$ cat src/hw/rtl/mfep_pkg.sv
// Package for the 3x3 edge-padded median filter: pixel and window types,
// configuration register codes, reset values and the nine-input median network.
// No dependencies.
`default_nettype none

package mfep_pkg;

  localparam int PIX_W         = 8;
  localparam int ROW_W         = 16;
  localparam int COL_W         = 12;
  localparam int IMG_W_W       = 13;
  localparam int CFG_DATA_W    = 16;
  localparam int CFG_IDX_W     = 1;
  localparam int MAX_WIDTH_DEF = 4096;
  localparam int MIN_DIM       = 2;

  localparam logic [IMG_W_W-1:0] IMG_W_RST = 13'd640;
  localparam logic [ROW_W-1:0]   IMG_H_RST = 16'd480;

  // configuration register indexes
  localparam logic [CFG_IDX_W-1:0] REG_IMAGE_WIDTH  = 1'b0;
  localparam logic [CFG_IDX_W-1:0] REG_IMAGE_HEIGHT = 1'b1;

  typedef logic [PIX_W-1:0] pix_t;

  // block of rows r-2..r (first index) and columns c-2..c (second index)
  typedef pix_t [2:0][2:0] blk_t;

  // padded 3x3 window, row-major
  typedef pix_t [8:0] win_t;

  // line buffer entry: rows r-2 and r-1 of one column
  typedef struct packed {
    pix_t older;
    pix_t recent;
  } line_pair_t;

  // which sides of the window fall on the image padding
  typedef struct packed {
    logic top;
    logic bottom;
    logic left;
    logic right;
  } pad_t;

  typedef struct packed {
    pix_t lo;
    pix_t hi;
  } pix_pair_t;

  function automatic pix_pair_t sort2(input pix_t a, input pix_t b);
    pix_pair_t p;
    if (a > b) begin
      p.lo = b;
      p.hi = a;
    end else begin
      p.lo = a;
      p.hi = b;
    end
    return p;
  endfunction

  // 19 compare-exchange median network, result lands in element four
  function automatic pix_t median9(input win_t w);
    pix_t v [9];
    for (int k = 0; k < 9; k++) begin
      v[k] = w[k];
    end
    {v[1], v[2]} = sort2(v[1], v[2]);
    {v[4], v[5]} = sort2(v[4], v[5]);
    {v[7], v[8]} = sort2(v[7], v[8]);
    {v[0], v[1]} = sort2(v[0], v[1]);
    {v[3], v[4]} = sort2(v[3], v[4]);
    {v[6], v[7]} = sort2(v[6], v[7]);
    {v[1], v[2]} = sort2(v[1], v[2]);
    {v[4], v[5]} = sort2(v[4], v[5]);
    {v[7], v[8]} = sort2(v[7], v[8]);
    {v[0], v[3]} = sort2(v[0], v[3]);
    {v[5], v[8]} = sort2(v[5], v[8]);
    {v[4], v[7]} = sort2(v[4], v[7]);
    {v[3], v[6]} = sort2(v[3], v[6]);
    {v[1], v[4]} = sort2(v[1], v[4]);
    {v[2], v[5]} = sort2(v[2], v[5]);
    {v[4], v[7]} = sort2(v[4], v[7]);
    {v[4], v[2]} = sort2(v[4], v[2]);
    {v[6], v[4]} = sort2(v[6], v[4]);
    {v[4], v[2]} = sort2(v[4], v[2]);
    return v[4];
  endfunction

endpackage

`default_nettype wire

$ cat src/hw/rtl/mfep_kernel.sv
// Padded window builder and median network of the median filter.
// Maps the 3x3 block onto the padded neighbourhood and sorts. Uses mfep_pkg.
`default_nettype none

module mfep_kernel (
  input  mfep_pkg::blk_t  blk,
  input  mfep_pkg::pad_t  pad,
  output mfep_pkg::pix_t  median
);
  import mfep_pkg::*;

  logic [2:0][1:0] rsel;
  logic [2:0][1:0] csel;
  logic [2:0]      rpad;
  logic [2:0]      cpad;
  win_t            win;

  always_comb begin
    // a pad row repeats its neighbour, the last-row window is rows r-1, r, r
    rsel[0] = (pad.top || pad.bottom) ? 2'd1 : 2'd0;
    rsel[1] = pad.bottom ? 2'd2 : 2'd1;
    rsel[2] = 2'd2;
    csel[0] = (pad.left || pad.right) ? 2'd1 : 2'd0;
    csel[1] = pad.right ? 2'd2 : 2'd1;
    csel[2] = 2'd2;
    rpad    = {pad.bottom, 1'b0, pad.top};
    cpad    = {pad.right, 1'b0, pad.left};
    for (int i = 0; i < 3; i++) begin
      for (int j = 0; j < 3; j++) begin
        // pad corners take the newest pixel of the block
        if (rpad[i] && cpad[j]) begin
          win[i*3 + j] = blk[2][2];
        end else begin
          win[i*3 + j] = blk[rsel[i]][csel[j]];
        end
      end
    end
  end

  assign median = median9(win);

endmodule

`default_nettype wire

$ cat config.mk
export PLATFORM = sky130hd
export DESIGN_NAME = mfep_kernel
export DESIGN_NICKNAME = d
export VERILOG_FILES = /design/src/hw/rtl/mfep_pkg.sv /design/src/hw/rtl/mfep_kernel.sv
export SDC_FILE = /design/constraint.sdc
export NUM_CORES = 1
export LEC_CHECK = 0
export BUFFER_PORTS_ARGS = -buffer_cell sky130_fd_sc_hd__buf_2
export CAP_MARGIN = 20
export CORE_AREA = 5 5 176 178
export DETAILED_ROUTE_END_ITERATION = 16
export DIE_AREA = 0 0 181 183
export PLACE_DENSITY = 0.52
export SLEW_MARGIN = 15
export SYNTH_ARGS = -nofsm -noshare
export SYNTH_HDL_FRONTEND = slang
export SYNTH_SLANG_ARGS = --single-unit
$ cat constraint.sdc
create_clock -name vclk -period 50.7
set_input_delay 5.07 -clock vclk [all_inputs]
set_output_delay 5.07 -clock vclk [all_outputs]
set_load 0.02 [all_outputs]
==> flow_metrics.tcl <==
set metrics [dict create \
    grt_pass1_wl_um 48400 \
    postCtsSetupRepairBufs 0 \
    synthTopCellsByCount "ha_1 (149), inv_1 (109), nand2_1 (106)" \
    grt_setup_unrepaired "no" \
    track_usage_pct 17.9 \
    antenna_found_initial 0 \
    yosysMostFrequentCell "ha_1" \
    endpoint_kind "output port" \
    synth_area_sq_um 8360 \
    holdCritPathClass "input port to output port" \
    slew_headroom_pct 24.7 \
    vias_per_cell 5.64 \
    max_stage_delay_ns 0.82 \
    ctsHoldBuffers 0 \
    critical_path.max_fanout 34 \
    io_pins 84 \
    regArea_sq_um 0 \
    firstDrtPassIters 5 \
    die_h_um 183 \
    drv_slew 0 \
    grt_max_degree 37 \
    die_w_um 181 \
    fmax_mhz 33.9 \
    seq_cells 0 \
    port_buffers 84 \
    fillers 3230 \
    hpwl_um 26700 \
    coreArea_sq_um 29200 \
    area_growth_pct 9.49 \
    status "completed" \
    antennaDiodeCount 0 \
    path_class "input port to output port" \
    cp.arrival_ns 24.39 \
    nClkBuffers 0 \
    tightest_slew_ns 1.13 \
    synth-seq-area-share_pct 0 \
    cpMostUsedCell "ha_1" \
    ys_types 81 \
    wl_per_cell_um 19.4 \
    overflow 0 \
    drive_gt1_share_pct 14.4 \
    synth_top_area_share_pct 22.3 \
    drc 0 \
    period_share_pct 58.1 \
    worst_path_max_delay_cell "a21oi_1" \
    path_buf_inv 9 \
    ys_warn_count 0 \
    cts-resized-gates 0 \
    critPathTopFamily "compound AO/OA/AOI/OAI gates" \
    yosysTopAreaCell "ha_1" \
    ant_nets 0 \
    drt-total-wl_um 31100 \
    place.gp.congestion 0.962 \
    synth_area_leaders "ha_1 (22%), mux2i_1 (12%), mux4_2 (6.5%), a21oi_1 (5.6%), o21ai_0 (5.0%)" \
    multiInputGateArea_sq_um 7760 \
    syn_nets 1387 \
    die_area_sq_um 33100 \
    grt_pass1_vias 8831 \
    finalCriticalPeriod_ns 29.46 \
    finalHoldViolCount 0 \
    num-nets-final 1437 \
    cp.required_ns 45.63 \
    synthCells 1162 \
    drt_iter0_drc 710 \
    start_kind "input port" \
    row_count 63 \
    drv_cap 0 \
    synth.avg_cell_area_sq_um 7.19 \
    setup_viol 0 \
    via_count 9016 \
    initial_utilization_pct 28.6 \
    tns_ns 0 \
]
==> layout by cell type (no fill, tap or decap), types with 30 or more instances in the layout <==
master   synthesis  layout
nand2_1        106     106
inv_1          109     109
a21oi_1         94      93
nor2_1          96      96
nand3_1         35      35
a21o_1          30      30
o21ai_0         83      83
buf_2            7      84
mux2i_1         99      99
ha_1           149     149
==> path summary, 6_finish.rpt <==
path                     from        end  slack (ns)  cells past startpoint
worst min-delay path  blk[54]  median[6]       11.24                      9
worst max-delay path   pad[2]  median[1]       21.24                     86
==> final cells by class <==
| cell class | instances | area share, % |
|---|---|---|
| Tap cell | 390 | 5.33 |
| Timing Repair Buffer | 93 | 5.33 |
| Inverter | 110 | 4.51 |
| Multi-Input combinational cell | 1007 | 84.8 |
==> logic make-up after synthesis <==
group                      count (synthesis)  synth area share [%]
AOI/OAI and AO/OA                        364                  28.6
and+or+nand+nor                          346                  19.9
buffers and inverters                    155                  7.42
adders and majority gates                149                  22.3
muxes                                    148                  21.8
==> worst min-delay path, cell delays in order <==
cell and delay, ns:
buf_2 0.09, nand2_1 0.05, o221ai_1 0.15, nand2_1 0.07, o21ai_0 0.11, mux2_2 0.20, mux2_4 0.16, o21a_1 0.12
buf_2 0.15
==> layer usage <==
layer / up-vias / routed length (um) / global-route usage, %
li1: 4444 / - / -
met1: 4185 / 13900 / 23.5
met2: 326 / 14600 / 31.9
met3: 61 / 1340 / 0.615
met4: 0 / 1210 / 5.43
met5: - / 0 / 0
==> metrics by stage <==
| step | worst slack [ns] | cell area (sq um) | utilization, % | hold slack (ns) | instances |
|---|---|---|---|---|---|
| after floorplan | 23.53 | 8360 | - | 10.91 | 1162 |
| after global placement | 21.92 | 9150 | 31.3 | 11.28 | 1600 |
| after detailed placement | 21.69 | 9150 | 31.3 | 11.25 | 1600 |
| after CTS | 21.64 | 9150 | 31.3 | 11.26 | 1600 |
| after global routing | 19.63 | 9150 | 31.3 | 11.37 | 1600 |
| final | 21.24 | 9150 | 31.3 | 11.24 | 1600 |
Power is left out: the tool's default activity adds up to more than one toggle a clock period on the data nets, which glitch-free logic cannot reach.
